--- src/hdl/i2c_target_register_map_handler_unit_macros.svh ---
// Assertion macros shared by the handler RTL
`ifndef I2C_TARGET_REGISTER_MAP_HANDLER_UNIT_MACROS_SVH
`define I2C_TARGET_REGISTER_MAP_HANDLER_UNIT_MACROS_SVH

// invariant checked at every clock edge out of reset
`define I2CRM_ASSERT_ALWAYS(label, expr, msg) \
	label: assert property (@(posedge clk) disable iff (!arst_n) (expr)) else $error(msg);

// implication checked in the same cycle
`define I2CRM_ASSERT_IMP(label, ante, cons, msg) \
	label: assert property (@(posedge clk) disable iff (!arst_n) (ante) |-> (cons)) else $error(msg);

`endif

--- src/hdl/i2crm_pkg.sv ---
`timescale 1ns / 1ps
`default_nettype none

package i2crm_pkg;

	localparam int RX_DEPTH    = 32;
	localparam int TABLE_DEPTH = 128;
	localparam int POWER_LEN   = 16;

	localparam int RX_AW  = $clog2(RX_DEPTH);
	localparam int RXC_W  = $clog2(RX_DEPTH + 1);
	localparam int TBL_AW = (TABLE_DEPTH > 1) ? $clog2(TABLE_DEPTH) : 1;
	localparam int PWR_AW = $clog2(POWER_LEN);

	localparam logic [7:0] VERSION_OFFSET = 8'hC0;
	localparam logic [7:0] POWER_WINDOW   = 8'hF0;
	localparam logic [7:0] ISP_MAGIC_HEAD = 8'h4E;
	localparam logic [7:0] PWR_MAGIC_HEAD = 8'hDC;
	localparam logic [2:0] POWER_MAGIC_LEN = 3'd5;
	localparam logic [2:0] ISP_MAGIC_LEN   = 3'd7;

	localparam logic [0:0] CFG_FIRMWARE_VERSION  = 1'b0;
	localparam logic [0:0] CFG_POWER_READ_OFFSET = 1'b1;

	typedef enum logic [3:0] {
		CMD_ADDR_WRITE = 4'd0,
		CMD_DATA_RX    = 4'd1,
		CMD_DATA_NACK  = 4'd2,
		CMD_ADDR_READ  = 4'd3,
		CMD_SENT_ACK   = 4'd4,
		CMD_SENT_NACK  = 4'd5,
		CMD_STOP       = 4'd6,
		CMD_ARB_LOST   = 4'd7,
		CMD_BUS_ERR    = 4'd8,
		CMD_TIMEOUT    = 4'd9,
		CMD_LOAD_TABLE = 4'd10,
		CMD_LOAD_POWER = 4'd11
	} cmd_t;

	typedef enum logic [1:0] {
		ACT_ACK     = 2'd0,
		ACT_RELEASE = 2'd1,
		ACT_REINIT  = 2'd2
	} bus_action_t;

	typedef enum logic [1:0] {
		PM_OFF   = 2'd0,
		PM_ARMED = 2'd1,
		PM_READ  = 2'd2
	} pwr_mode_t;

	typedef enum logic [1:0] {
		MODE_NONE  = 2'd0,
		MODE_TABLE = 2'd1,
		MODE_ARMED = 2'd2,
		MODE_POWER = 2'd3
	} report_mode_t;

	typedef enum logic [3:0] {
		ST_IDLE = 4'b0001,
		ST_TRD  = 4'b0010,
		ST_DEC  = 4'b0100,
		ST_FIN  = 4'b1000
	} state_t;

	typedef struct packed {
		report_mode_t report_mode;
		logic         isp_request;
		bus_action_t  bus_action;
		logic         tx_valid;
		logic [7:0]   tx_byte;
	} result_t;

	function automatic logic [7:0] magic_byte(input logic isp, input logic [2:0] idx);
		logic [7:0] b;
		b = 8'h00;
		if (isp) begin
			case (idx)
				3'd0: b = 8'h4E;
				3'd1: b = 8'h05;
				3'd2: b = 8'h4A;
				3'd3: b = 8'h4D;
				3'd4: b = 8'h50;
				3'd5: b = 8'h4C;
				3'd6: b = 8'h44;
				default: b = 8'h00;
			endcase
		end else begin
			case (idx)
				3'd0: b = 8'hDC;
				3'd1: b = 8'h03;
				3'd2: b = 8'h07;
				3'd3: b = 8'h80;
				default: b = 8'h00;
			endcase
		end
		return b;
	endfunction

	function automatic logic [7:0] power_reset(input logic [PWR_AW-1:0] idx);
		logic [7:0] b;
		case (idx)
			PWR_AW'(0): b = 8'h0F;
			PWR_AW'(1): b = 8'h07;
			PWR_AW'(2): b = 8'h1F;
			default:    b = 8'h00;
		endcase
		return b;
	endfunction

endpackage

`default_nettype wire

--- src/hdl/i2c_target_register_map_handler_unit.sv ---
// An item is accepted in ST_IDLE and passes through ST_FIN into the output register; a table read
// goes through ST_TRD first, which waits on the table RAM. A stop goes through ST_DEC, where for a
// buffered write of 1, 5 or 7 bytes the receive RAM is read one byte a cycle for the magic compare.
// Only one item is handled at a time; the next item is taken once the result moves to the output
// register, which ST_FIN holds off while the output register is full and not taken.
// Reset: arst_n clears modes, pointer, counts, table valid bits and loads the power header.
`timescale 1ns / 1ps
`default_nettype none
`include "i2c_target_register_map_handler_unit_macros.svh"

module i2c_target_register_map_handler_unit
	import i2crm_pkg::*;
(
	input  wire logic        clk,
	input  wire logic        arst_n,
	input  wire logic        s_axis_tvalid,
	output logic             s_axis_tready,
	input  wire logic [15:0] s_axis_tdata,   // data_byte [7:0], load_index [15:8]
	input  wire logic [3:0]  s_axis_tuser,   // command [3:0]
	output logic             m_axis_tvalid,
	input  wire logic        m_axis_tready,
	output logic      [15:0] m_axis_tdata,   // tx_byte, tx_valid, bus_action, isp_request,
	                                         // report_mode, zero fill
	input  wire logic        cfg_we,
	input  wire logic [0:0]  cfg_index,
	input  wire logic [7:0]  cfg_wdata
);

	state_t                 state_q;
	logic [7:0]             fw_q;
	logic [7:0]             poff_q;
	logic [RXC_W-1:0]       rxc_q;
	logic [7:0]             ptr_q;
	logic                   tm_q;
	pwr_mode_t              pm_q;
	logic                   isp_q;
	logic [TABLE_DEPTH-1:0] tvld_q;
	logic [7:0]             pwr_q [POWER_LEN];
	logic [2:0]             dec_k_q;
	logic                   dec_v_s1;
	logic [2:0]             dec_i_s1;
	logic                   dec_match_q;
	logic [7:0]             dec_b0_q;
	logic [7:0]             res_tx_q;
	logic                   res_valid_q;
	bus_action_t            res_act_q;
	result_t                out_q;
	logic                   out_v_q;

	logic       acc;
	cmd_t       cmd;
	logic [7:0] din;
	logic [7:0] idx;
	logic       rx_we;
	logic [7:0] rx_rdata;
	logic       tbl_we;
	logic [7:0] tbl_rdata;
	logic [2:0] dec_len;
	logic       isp_sel;
	logic       rd_tbl;
	logic [7:0] rd_val;
	logic       rd_adv;
	logic       single_ok;
	logic       is_read;
	bus_action_t act_d;
	report_mode_t mode_now;

	assign acc = s_axis_tvalid && s_axis_tready;
	assign cmd = cmd_t'(s_axis_tuser);
	assign din = s_axis_tdata[7:0];
	assign idx = s_axis_tdata[15:8];

	assign s_axis_tready = (state_q == ST_IDLE);
	assign m_axis_tvalid = out_v_q;
	assign m_axis_tdata  = {2'b00, out_q};

	assign rx_we  = acc && (cmd == CMD_DATA_RX) && (rxc_q < RXC_W'(RX_DEPTH));
	assign tbl_we = acc && (cmd == CMD_LOAD_TABLE) && ({1'b0, idx} < 9'(TABLE_DEPTH));

	assign is_read = (cmd == CMD_ADDR_READ) || (cmd == CMD_SENT_ACK);

	always_comb begin
		case (cmd)
			CMD_TIMEOUT: act_d = ACT_REINIT;
			CMD_ADDR_WRITE, CMD_DATA_RX, CMD_DATA_NACK, CMD_ADDR_READ, CMD_SENT_ACK,
			CMD_SENT_NACK, CMD_STOP, CMD_ARB_LOST, CMD_LOAD_TABLE, CMD_LOAD_POWER:
				act_d = ACT_ACK;
			default: act_d = ACT_RELEASE;
		endcase
	end

	i2crm_ram #(
		.WIDTH (8),
		.DEPTH (RX_DEPTH)
	) u_rx_ram (
		.clk   (clk),
		.we    (rx_we),
		.waddr (rxc_q[RX_AW-1:0]),
		.wdata (din),
		.raddr (RX_AW'(dec_k_q)),
		.rdata (rx_rdata)
	);

	i2crm_ram #(
		.WIDTH (8),
		.DEPTH (TABLE_DEPTH)
	) u_tbl_ram (
		.clk   (clk),
		.we    (tbl_we),
		.waddr (idx[TBL_AW-1:0]),
		.wdata (din),
		.raddr (ptr_q[TBL_AW-1:0]),
		.rdata (tbl_rdata)
	);

	always_comb begin
		dec_len = 3'd0;
		if (rxc_q == RXC_W'(ISP_MAGIC_LEN)) begin
			dec_len = ISP_MAGIC_LEN;
		end else if (rxc_q == RXC_W'(POWER_MAGIC_LEN)) begin
			dec_len = POWER_MAGIC_LEN;
		end else if (rxc_q == RXC_W'(1)) begin
			dec_len = 3'd1;
		end
	end

	assign isp_sel = (rxc_q == RXC_W'(ISP_MAGIC_LEN));
	assign rd_tbl  = tm_q && ({1'b0, ptr_q} < 9'(TABLE_DEPTH));

	always_comb begin
		rd_val = 8'h00;
		rd_adv = 1'b0;
		if (tm_q) begin
			if (ptr_q == VERSION_OFFSET) begin
				rd_val = fw_q;
			end else if (ptr_q >= POWER_WINDOW) begin
				rd_val = pwr_q[ptr_q[PWR_AW-1:0]];
				rd_adv = 1'b1;
			end
		end else if (pm_q == PM_READ && ({1'b0, ptr_q} < 9'(POWER_LEN))) begin
			rd_val = pwr_q[ptr_q[PWR_AW-1:0]];
			rd_adv = 1'b1;
		end
	end

	assign single_ok = (rxc_q == RXC_W'(1)) && (({1'b0, dec_b0_q} < 9'(TABLE_DEPTH))
		|| dec_b0_q == VERSION_OFFSET || dec_b0_q >= POWER_WINDOW);

	always_comb begin
		if (tm_q) begin
			mode_now = MODE_TABLE;
		end else if (pm_q == PM_ARMED) begin
			mode_now = MODE_ARMED;
		end else if (pm_q == PM_READ) begin
			mode_now = MODE_POWER;
		end else begin
			mode_now = MODE_NONE;
		end
	end

	always_ff @(posedge clk or negedge arst_n) begin
		if (!arst_n) begin
			state_q     <= ST_IDLE;
			fw_q        <= 8'd8;
			poff_q      <= 8'd0;
			rxc_q       <= '0;
			ptr_q       <= 8'd0;
			tm_q        <= 1'b0;
			pm_q        <= PM_OFF;
			isp_q       <= 1'b0;
			tvld_q      <= '0;
			for (int i = 0; i < POWER_LEN; i++) begin
				pwr_q[i] <= power_reset(PWR_AW'(i));
			end
			dec_k_q     <= 3'd0;
			dec_v_s1    <= 1'b0;
			dec_i_s1    <= 3'd0;
			dec_match_q <= 1'b0;
			dec_b0_q    <= 8'd0;
			res_tx_q    <= 8'd0;
			res_valid_q <= 1'b0;
			res_act_q   <= ACT_ACK;
			out_q       <= '0;
			out_v_q     <= 1'b0;
		end else begin
			if (cfg_we) begin
				case (cfg_index)
					CFG_FIRMWARE_VERSION:  fw_q   <= cfg_wdata;
					CFG_POWER_READ_OFFSET: poff_q <= cfg_wdata;
					default: ;
				endcase
			end

			if (m_axis_tvalid && m_axis_tready && state_q != ST_FIN) begin
				out_v_q <= 1'b0;
			end

			case (state_q)
				ST_IDLE: begin
					if (acc) begin
						res_tx_q    <= (is_read && !rd_tbl) ? rd_val : 8'h00;
						res_valid_q <= is_read;
						res_act_q   <= act_d;
						if (is_read && rd_tbl) begin
							state_q <= ST_TRD;
						end else if (cmd == CMD_STOP) begin
							state_q <= ST_DEC;
						end else begin
							state_q <= ST_FIN;
						end
						case (cmd)
							CMD_ADDR_WRITE, CMD_DATA_NACK: begin
								rxc_q <= '0;
							end
							CMD_DATA_RX: begin
								if (rx_we) begin
									rxc_q <= rxc_q + RXC_W'(1);
								end
							end
							CMD_ADDR_READ, CMD_SENT_ACK: begin
								if (!rd_tbl && rd_adv) begin
									ptr_q <= ptr_q + 8'd1;
								end
							end
							CMD_SENT_NACK: begin
								tm_q <= 1'b0;
								pm_q <= PM_OFF;
							end
							CMD_STOP: begin
								dec_k_q     <= 3'd0;
								dec_v_s1    <= 1'b0;
								dec_match_q <= 1'b1;
							end
							CMD_ARB_LOST: ;
							CMD_LOAD_TABLE: begin
								if (tbl_we) begin
									tvld_q[idx[TBL_AW-1:0]] <= 1'b1;
								end
							end
							CMD_LOAD_POWER: begin
								if ({1'b0, idx} < 9'(POWER_LEN)) begin
									pwr_q[idx[PWR_AW-1:0]] <= din;
								end
							end
							default: ;
						endcase
					end
				end

				ST_TRD: begin
					res_tx_q <= tvld_q[ptr_q[TBL_AW-1:0]] ? tbl_rdata : 8'h00;
					ptr_q    <= ptr_q + 8'd1;
					state_q  <= ST_FIN;
				end

				ST_DEC: begin
					if (dec_k_q < dec_len) begin
						dec_v_s1 <= 1'b1;
						dec_i_s1 <= dec_k_q;
						dec_k_q  <= dec_k_q + 3'd1;
					end else begin
						dec_v_s1 <= 1'b0;
					end
					if (dec_v_s1) begin
						if (rx_rdata != magic_byte(isp_sel, dec_i_s1)) begin
							dec_match_q <= 1'b0;
						end
						if (dec_i_s1 == 3'd0) begin
							dec_b0_q <= rx_rdata;
						end
					end
					if (dec_k_q == dec_len && !dec_v_s1) begin
						if (single_ok) begin
							ptr_q <= dec_b0_q;
							tm_q  <= 1'b1;
							pm_q  <= PM_OFF;
						end else if (isp_sel && dec_b0_q == ISP_MAGIC_HEAD) begin
							if (dec_match_q) begin
								isp_q <= 1'b1;
							end
							tm_q <= 1'b0;
						end else if (rxc_q == RXC_W'(POWER_MAGIC_LEN)
							&& dec_b0_q == PWR_MAGIC_HEAD) begin
							if (dec_match_q) begin
								ptr_q <= 8'd0;
								pm_q  <= PM_ARMED;
							end
							tm_q <= 1'b0;
						end else if (pm_q == PM_ARMED && rxc_q == RXC_W'(1)
							&& dec_b0_q == poff_q) begin
							ptr_q <= 8'd0;
							pm_q  <= PM_READ;
							tm_q  <= 1'b0;
						end else begin
							tm_q <= 1'b0;
							pm_q <= PM_OFF;
						end
						rxc_q   <= '0;
						state_q <= ST_FIN;
					end
				end

				ST_FIN: begin
					if (!out_v_q || m_axis_tready) begin
						out_q.tx_byte     <= res_tx_q;
						out_q.tx_valid    <= res_valid_q;
						out_q.bus_action  <= res_act_q;
						out_q.isp_request <= isp_q;
						out_q.report_mode <= mode_now;
						out_v_q           <= 1'b1;
						state_q           <= ST_IDLE;
					end
				end

				default: begin
					state_q <= ST_IDLE;
				end
			endcase
		end
	end

	`I2CRM_ASSERT_ALWAYS(a_rxc_range, rxc_q <= RXC_W'(RX_DEPTH), "rx count past buffer depth")
	`I2CRM_ASSERT_IMP(a_mode_excl, tm_q, pm_q == PM_OFF, "table and power mode both set")
	`I2CRM_ASSERT_ALWAYS(a_pm_code, pm_q != pwr_mode_t'(2'd3), "power mode holds unused code")
	`I2CRM_ASSERT_IMP(a_dec_bound, state_q == ST_DEC, dec_k_q <= dec_len, "decode index overrun")
	`I2CRM_ASSERT_IMP(a_tx_zero, m_axis_tvalid && !m_axis_tdata[8], m_axis_tdata[7:0] == 8'h00,
		"tx byte set on a non-read item")

endmodule

`default_nettype wire

--- src/hdl/i2crm_ram.sv ---
`timescale 1ns / 1ps
`default_nettype none

module i2crm_ram #(
	parameter int WIDTH = 8,
	parameter int DEPTH = 32
) (
	input  wire logic                                   clk,
	input  wire logic                                   we,
	input  wire logic [((DEPTH > 1) ? $clog2(DEPTH) : 1)-1:0] waddr,
	input  wire logic [WIDTH-1:0]                       wdata,
	input  wire logic [((DEPTH > 1) ? $clog2(DEPTH) : 1)-1:0] raddr,
	output logic      [WIDTH-1:0]                       rdata
);

	logic [WIDTH-1:0] mem_q [DEPTH];

	always_ff @(posedge clk) begin
		if (we) begin
			mem_q[waddr] <= wdata;
		end
		rdata <= mem_q[raddr];
	end

endmodule

`default_nettype wire
--- config.mk ---
export PLATFORM = sky130hd
export DESIGN_NAME = i2c_target_register_map_handler_unit
export DESIGN_NICKNAME = d
export VERILOG_FILES = /design/src/hdl/i2crm_pkg.sv /design/src/hdl/i2c_target_register_map_handler_unit.sv /design/src/hdl/i2crm_ram.sv
export VERILOG_INCLUDE_DIRS = /design/src /design/src/hdl
export SDC_FILE = /design/constraint.sdc
export NUM_CORES = 2
export LEC_CHECK = 0
export BUFFER_PORTS_ARGS = -buffer_cell sky130_fd_sc_hd__buf_2
export CAP_MARGIN = 40
export CORE_MARGIN = 4
export CORE_UTILIZATION = 45
export DETAILED_ROUTE_END_ITERATION = 10
export MAX_ROUTING_LAYER = met4
export PLACE_DENSITY = 0.59
export SYNTH_ARGS = -nofsm -noshare
export SYNTH_HDL_FRONTEND = slang
export SYNTH_SLANG_ARGS = --single-unit
--- constraint.sdc ---
create_clock -name clk -period 4.05 [get_ports clk]
set_clock_uncertainty 0.1 [all_clocks]
set_input_delay 0.6075 -clock clk [delete_from_list [all_inputs] [get_ports clk]]
set_output_delay 0.6075 -clock clk [all_outputs]
set_load 0.005 [all_outputs]
Word-level counts from Yosys, hierarchy flattened
Memory sizes are Yosys's and may differ from the RTL's. A register that Yosys moved wholly into a read port is not among the register bits.
Index checks and enable logic that the tools add are counted.
Storage, ports and cells
  register bits: 334
  memory bits (writable): 1280
  input port bits: 34
  latch bits: 0
  ROM bits: 32
  logic and storage cells: 251
  memories: 3
Memories
  u_tbl_ram.mem_q: words 128, width 8, read ports 1, clocked after memory_dff 1, wr ports 1, RTL line i2crm_ram.sv:16  | logic [WIDTH-1:0] mem_q [DEPTH];
  u_rx_ram.mem_q: words 32, width 8, read ports 1, clocked after memory_dff 1, wr ports 1, RTL line i2crm_ram.sv:16
  (name not given): words 16, width 2, read ports 1, clocked after memory_dff 1, wr ports 0, RTL line i2c_target_register_map_handler_unit.sv:83  | case (cmd)
Cells by class
  add/sub/neg operators: 3
  reduce and logical (&&, ||, !) cells: 53
  bitwise gates (word level): 5
  divide/modulo/power cells: 0
  shift-type cells: 0
  order comparisons: 15
  eq/ne operators: 46
  multiplexer cells: 88
  $mul: 0
Operator list (count)
  $mux W8: 22
  $bwmux W128: 1
  $or A128 B128 Y128: 1
  $pmux W7 S7: 1
  $bmux W8 S4: 1
  $demux W8 S4: 1
  $pmux W8 S4: 1
  $mux W1: 25
  $eq A8 B8 Y1 const B: 3
  $lt A8 B8 Y1 const B: 3
  $pmux W6 S2: 2
  $pmux W8 S3: 1
  $mux W2: 11
  $logic_and A1 B1 Y1: 20
  $mux W4: 5
  $mux W6: 3
  $eq A4 B3 Y1 const B: 4
  $ge A8 B8 Y1 const B: 2
  $lt A7 B8 Y1 const B: 2
  $lt A8 B5 Y1 const B: 2
  $pmux W4 S4: 1
  $pmux W8 S2: 1
  $reduce_and A4 Y1: 4
  $mux W3: 5
  46 further kinds: 88

Longest topological paths before layout
  depth after elaboration: 10
  depth in mapped cells: 15
  mapped depth without buffers: 12

Modules after synthesis
From an unflattened synthesis, not the netlist that was laid out.
Unflattened totals
  cell total of the unflattened synthesis: 3258
  area total of the unflattened synthesis: 65516.6 µm²
By module, submodules not included
  i2crm_ram (u_tbl_ram): cells each 1635, times used 1, area each 39665.5 µm²
  i2c_target_register_map_handler_unit: cells each 1206, times used 1, area each 15797.7 µm²
  i2crm_ram (u_rx_ram): cells each 417, times used 1, area each 10053.4 µm²

Worst setup path after synthesis
Ideal clock, no wire load.
  path kind: register -> register
  start point: register rxc_q[0]
  end point: register ptr_q[1]
  setup slack: 0.873 ns
  required time: 3.821 ns
  library setup time: 0.129 ns
  data arrival time: 2.948 ns
  cell stages (with the launch flop): 16
  path through: dfrtp_1 > ha_1 > and3_1 > clkbuf_1 > inv_1 > buf_1 > nand2_1 > ha_1 > nand4b_1 > nand2_1 > o21ai_0 > a21oi_1 > o211ai_1 > buf_2 > a311oi_1 > a21oi_1
On the way
  word-level cells in the longest chain between the ends: 8
  elaborated cells on any way between the ends: 23
  those cells by class: eq/ne: 8; mux: 8; reduce/logical: 7
Ends and longest elaborated chain
  from (decl): RTL line i2c_target_register_map_handler_unit.sv:32  | logic [RXC_W-1:0] rxc_q;
  from (signal assigned): RTL line i2c_target_register_map_handler_unit.sv:217  | rxc_q <= rxc_q + RXC_W'(1);
  $eq A6 B1 Y1: RTL line i2c_target_register_map_handler_unit.sv:122, i2c_target_register_map_handler_unit.sv:146, i2c_target_register_map_handler_unit.sv:289
  $mux W1: RTL line i2c_target_register_map_handler_unit.sv:122  | end else if (rxc_q == RXC_W'(1)) begin
  $mux W3: RTL line i2c_target_register_map_handler_unit.sv:120  | end else if (rxc_q == RXC_W'(POWER_MAGIC_LEN)) begin
  $mux W3: RTL line i2c_target_register_map_handler_unit.sv:118  | if (rxc_q == RXC_W'(ISP_MAGIC_LEN)) begin
  $eq A3 B3 Y1: RTL line i2c_target_register_map_handler_unit.sv:272  | if (dec_k_q == dec_len && !dec_v_s1) begin
  $logic_and A1 B1 Y1: RTL line i2c_target_register_map_handler_unit.sv:272
  $ne A2 B2 Y1 (no line)
  $reduce_and A8 Y1 (no line)
  to (signal assigned): RTL line i2c_target_register_map_handler_unit.sv:222  | ptr_q <= ptr_q + 8'd1;
  to (signal assigned): RTL line i2c_target_register_map_handler_unit.sv:252  | ptr_q <= ptr_q + 8'd1;
  to (signal assigned): RTL line i2c_target_register_map_handler_unit.sv:274  | ptr_q <= dec_b0_q;
  to (decl): RTL line i2c_target_register_map_handler_unit.sv:33  | logic [7:0] ptr_q;
Several ways; a longest one is shown, not always the timed one. The select of a mux whose other input is x is not followed.
A chain may end at the register's enable or synchronous reset.

Final worst setup path
  start point: register state_q[0]
  end point: memory u_tbl_ram.mem_q[90][6] (enable)
On the way
  word-level cells in the longest chain between the ends: 6
Ends and longest elaborated chain
  from (decl): RTL line i2c_target_register_map_handler_unit.sv:29  | state_t state_q;
  from (signal assigned): RTL line i2c_target_register_map_handler_unit.sv:163  | state_q <= ST_IDLE;
  from (signal assigned): RTL line i2c_target_register_map_handler_unit.sv:205  | state_q <= ST_TRD;
  from (signal assigned): RTL line i2c_target_register_map_handler_unit.sv:207  | state_q <= ST_DEC;
  $eq A4 B1 Y1: RTL line i2c_target_register_map_handler_unit.sv:73  | assign s_axis_tready = (state_q == ST_IDLE);
  $logic_and A1 B1 Y1: RTL line i2c_target_register_map_handler_unit.sv:68  | assign acc = s_axis_tvalid && s_axis_tready;
  $logic_and A1 B1 Y1 (2 in series): RTL line i2c_target_register_map_handler_unit.sv:78  | assign tbl_we = acc && (cmd == CMD_LOAD_TABLE) && ({1'b0, idx} < 9'(TABLE_DEPTH));
  $mux W1: RTL line i2crm_ram.sv:19  | if (we) begin
  $mux W1 (not written as such): RTL line i2crm_ram.sv:20  | mem_q[waddr] <= wdata;
  to (decl): RTL line i2crm_ram.sv:16
Every way passes these cells.

==> flow_summary.json <==
{
  "status": "complete, no violations",
  "synth_area_per_cell_sq_um": 19.9,
  "crit_buf_inv": 1,
  "drive_gt1_share_pct": 37.7,
  "gr-max-usage-layer": "met2",
  "wirelength_um": 141000,
  "yosys.area.top_type_share_pct": 56.8,
  "insertion_delay_ns": 0.79,
  "cts_tree": "done",
  "tightest_slew_ns": 0.899,
  "finalSetupViolations": 0,
  "place_ws_ns": 0.398,
  "initialDrtViolationCount": 3093,
  "grt.total_usage_pct": 22.2,
  "die_w_um": 366,
  "power_frac_comb_pct": 1.6,
  "worst_ep_arrival_time_ns": 4.00,
  "grt_remaining_overflow": 0,
  "cts_setup_buffers": 0,
  "grt_pass1_vias": 30500,
  "ir_worst_vdd_mv": 0.410,
  "synth_simple_gate_area_share_pct": 4.57,
  "hold_viol_final": 0,
  "slowest_delay_ns": 0.77,
  "p_switching_mw": 6.06,
  "via_per_inst": 5.88,
  "place_hpwl_um": 89100,
  "hp-class": "in -> reg",
  "rr_worst_depth": 7,
  "grt_pass1_wl_um": 209000,
  "crit_end": "u_tbl_ram.mem_q[90][6]",
  "ant_nets": 0,
  "netlist_top_cells_count": "1,088 x edfxtp_1, 410 x mux4_2, 322 x dfrtp_1, 173 x mux2_2, 164 x nor2_1",
  "drtPass1Iterations": 7,
  "grtUsageMet3_pct": 4.00,
  "antenna-diode-count": 0,
  "fill_cells": 9852,
  "cts_sinks": 1440,
  "power_density_nw_per_um2": 452,
  "die_h_um": 366,
  "slew_violations": 0,
  "maxCapViolCount": 0,
  "crit_type": "reg -> reg",
  "critPathMostFrequentCell": "nor2_1",
  "gr-usage-met2_pct": 35.2,
  "rrSetupSlack_ns": 0.36,
  "cp-end-kind": "register",
  "grt_max_degree": 141,
  "met1_usage_pct": 29.9,
  "start_kind": "register",
  "cts-htree-levels": 4,
  "seq_power_share_pct": 53.3,
  "vias": 29100,
  "yosys.area_share.adder_pct": 0.261,
  "synth-seq-cells": 1440,
  "p_int_mw": 23.9,
  "ys_types": 74,
  "relSlewSlack_pct": 40.0,
  "ctsRootBufferMaster": "clkbuf_16",
  "drc": 0,
  "synth_compound_area_share_pct": 1.64,
  "ctsResizeCount": 0,
  "ioPinCount": 52,
  "cp.required_ns": 4.36,
  "globalplace.congestion": 0.843,
  "fin_crit_ns": 3.69,
  "synth.area.top_cells": "edfxtp_1 57%, mux4_2 16%, dfrtp_1 14%",
  "synth_cells": 2896,
  "slowest_stage": "nor2_1",
  "synth_xor_area_share_pct": 0.198,
  "cp_cell_sequence": "or4b_1, inv_2, nand3_2, nor2_1, and3_1, nand2_1, nor2_1",
  "cts_buffer_depth": 3,
  "wl_per_cell_um": 28.4,
  "synth_top_family_by_area": "multiplexers",
  "async_reset_ff_share_pct": 23.3,
  "cts_hold_buf": 10,
  "startpoint": "state_q[0]",
  "synthesis.area_sq_um": 57500,
  "start_util_pct": 45.6,
  "core-area_sq_um": 126000,
  "ys_seq_area_share_pct": 72.0,
  "leakage_nw": 23.7,
  "timing.rr.start": "state_q[0]",
  "die_area_sq_um": 134000,
  "syn2layout_area_growth_pct": 14.9,
  "clkTransAtPathRegs_ns": 0.06,
  "synth_edf_count": 1088,
  "yosysWarnings": 0,
  "synth.most_common_cell": "edfxtp_1",
  "rr_endpoint": "u_tbl_ram.mem_q[90][6]",
  "port_buffers": 49,
  "cp_num_cells": 7,
  "synth_top_area_cell": "edfxtp_1",
  "num_rows": 130,
  "power.share.clock_pct": 45.1,
  "max_freq_ghz": 0.271,
  "antenna_found_initial": 0,
  "nNetsFinal": 3219,
  "synthFlopType": "edfxtp_1",
  "crit_fanout": 9,
  "sw_frac_of_total_pct": 20.2,
  "rsz0062_at_grt": "no",
  "min_period_over_period_pct": 91.1,
  "worst_slack_ns": 0.361,
  "cp_top_family": "simple AND/OR/NAND/NOR gates",
  "cts_made_buffers": 151,
  "synthMuxAreaShare_pct": 20.0,
  "finalSetupTns_ns": 0
}
-- worst reg2reg max path, cell delays in order (launching register included) --
cell and delay (ns):
dfstp_2 0.60, or4b_1 0.51, inv_2 0.18, nand3_2 0.25, nor2_1 0.19, and3_1 0.40, nand2_1 0.32, nor2_1 0.78
-- stage by stage --
step                      instances  hold slack, ns  instance area [sq um]  util, %  power, mW
after global placement         4654           0.345                  61100     48.4       16.7
after detailed placement       4660           0.347                  61200     48.5       16.7
final                          4947          0.0599                  66100     52.4       29.9
after floorplan                2897           0.212                  57500        -       16.3
after global routing           4947          0.0661                  66100     52.4       30.9
after CTS                      4947         0.00421                  66100     52.4       30.2
-- registers in the layout, indices dropped and copies added (netlist names), 14 cells and up --
| register | flops |
|---|---|
| m_axis_tdata | 14 |
| pwr_q | 128 |
| tvld_q | 128 |
| u_rx_ram.mem_q | 64 |
| u_tbl_ram.mem_q | 1024 |
-- cell type report --
type / instances / area [sq um] / share of cell area [%]
Multi-Input combinational cell: 1282 / 15400 / 23.2
Timing Repair Buffer: 271 / 2320 / 3.51
Clock inverter: 67 / 601 / 0.908
Clock buffer: 210 / 4230 / 6.40
Sequential cell: 1440 / 41400 / 62.7
Inverter: 27 / 104 / 0.157
Tap cell: 1650 / 2060 / 3.12
-- metal layers --
metal | routed length (um) | up-vias
met2 | 69700 | 987
met5 | 0 | -
met4 | 3120 | 0
met1 | 59200 | 15700
met3 | 8560 | 208
li1 | - | 12200
-- kinds of logic after synthesis --
family,Yosys count
compound gates,136
simple gates,503
flops,1440
other cells,1
mux,616
buf+inv,175
xor+xnor,13
fa+ha+maj,12
-- power by group through the flow --
stage	clock (mW)	sequential, mW	combinational, mW
after floorplan	0	16.2	0.0804
after global placement	0	16.2	0.457
after detailed placement	0	16.2	0.492
after CTS	13.8	15.9	0.500
after global routing	14.4	15.9	0.531
final	13.5	15.9	0.487
-- how the worst min path moves through the flow --
stage | cells after the start | slack, ns | start | to
after floorplan | 0 | 0.21 | arst_n | dec_b0_q[0]
after global placement | 1 | 0.35 | tvld_q[110] | tvld_q[110]
after detailed placement | 1 | 0.35 | tvld_q[91] | tvld_q[91]
after CTS | 3 | 0.004 | m_axis_tready | m_axis_tvalid
after global routing | 3 | 0.07 | m_axis_tready | m_axis_tvalid
final | 3 | 0.06 | m_axis_tready | m_axis_tvalid
-- layout by cell type (no fill, tap or decap), types with 7 or more instances in the layout --
master / instances
mux2i_1: 33
xnor2_1: 10
o221ai_1: 10
buf_4: 192
nand2b_1: 9
clkbuf_8: 17
nor2b_1: 15
bufinv_16: 8
dfrtp_1: 318
clkinv_1: 16
mux2_2: 173
a32o_1: 8
clkinv_2: 30
o21ai_0: 29
nand2_1: 78
dfxtp_1: 16
or2_2: 128
nand3_1: 20
a31oi_1: 8
nor3_1: 7
edfxtp_1: 1088
buf_2: 40
nand3b_1: 9
dlygate4sd3_1: 10
inv_1: 24
nor2_2: 9
dfstp_2: 14
a21oi_1: 22
buf_12: 21
a22oi_1: 13
clkbuf_1: 39
mux4_2: 410
ha_1: 12
nor2_1: 164
clkbuf_16: 154
and2_1: 11
a221oi_1: 9
No activity file was read; power rests on OpenSTA's default activity.
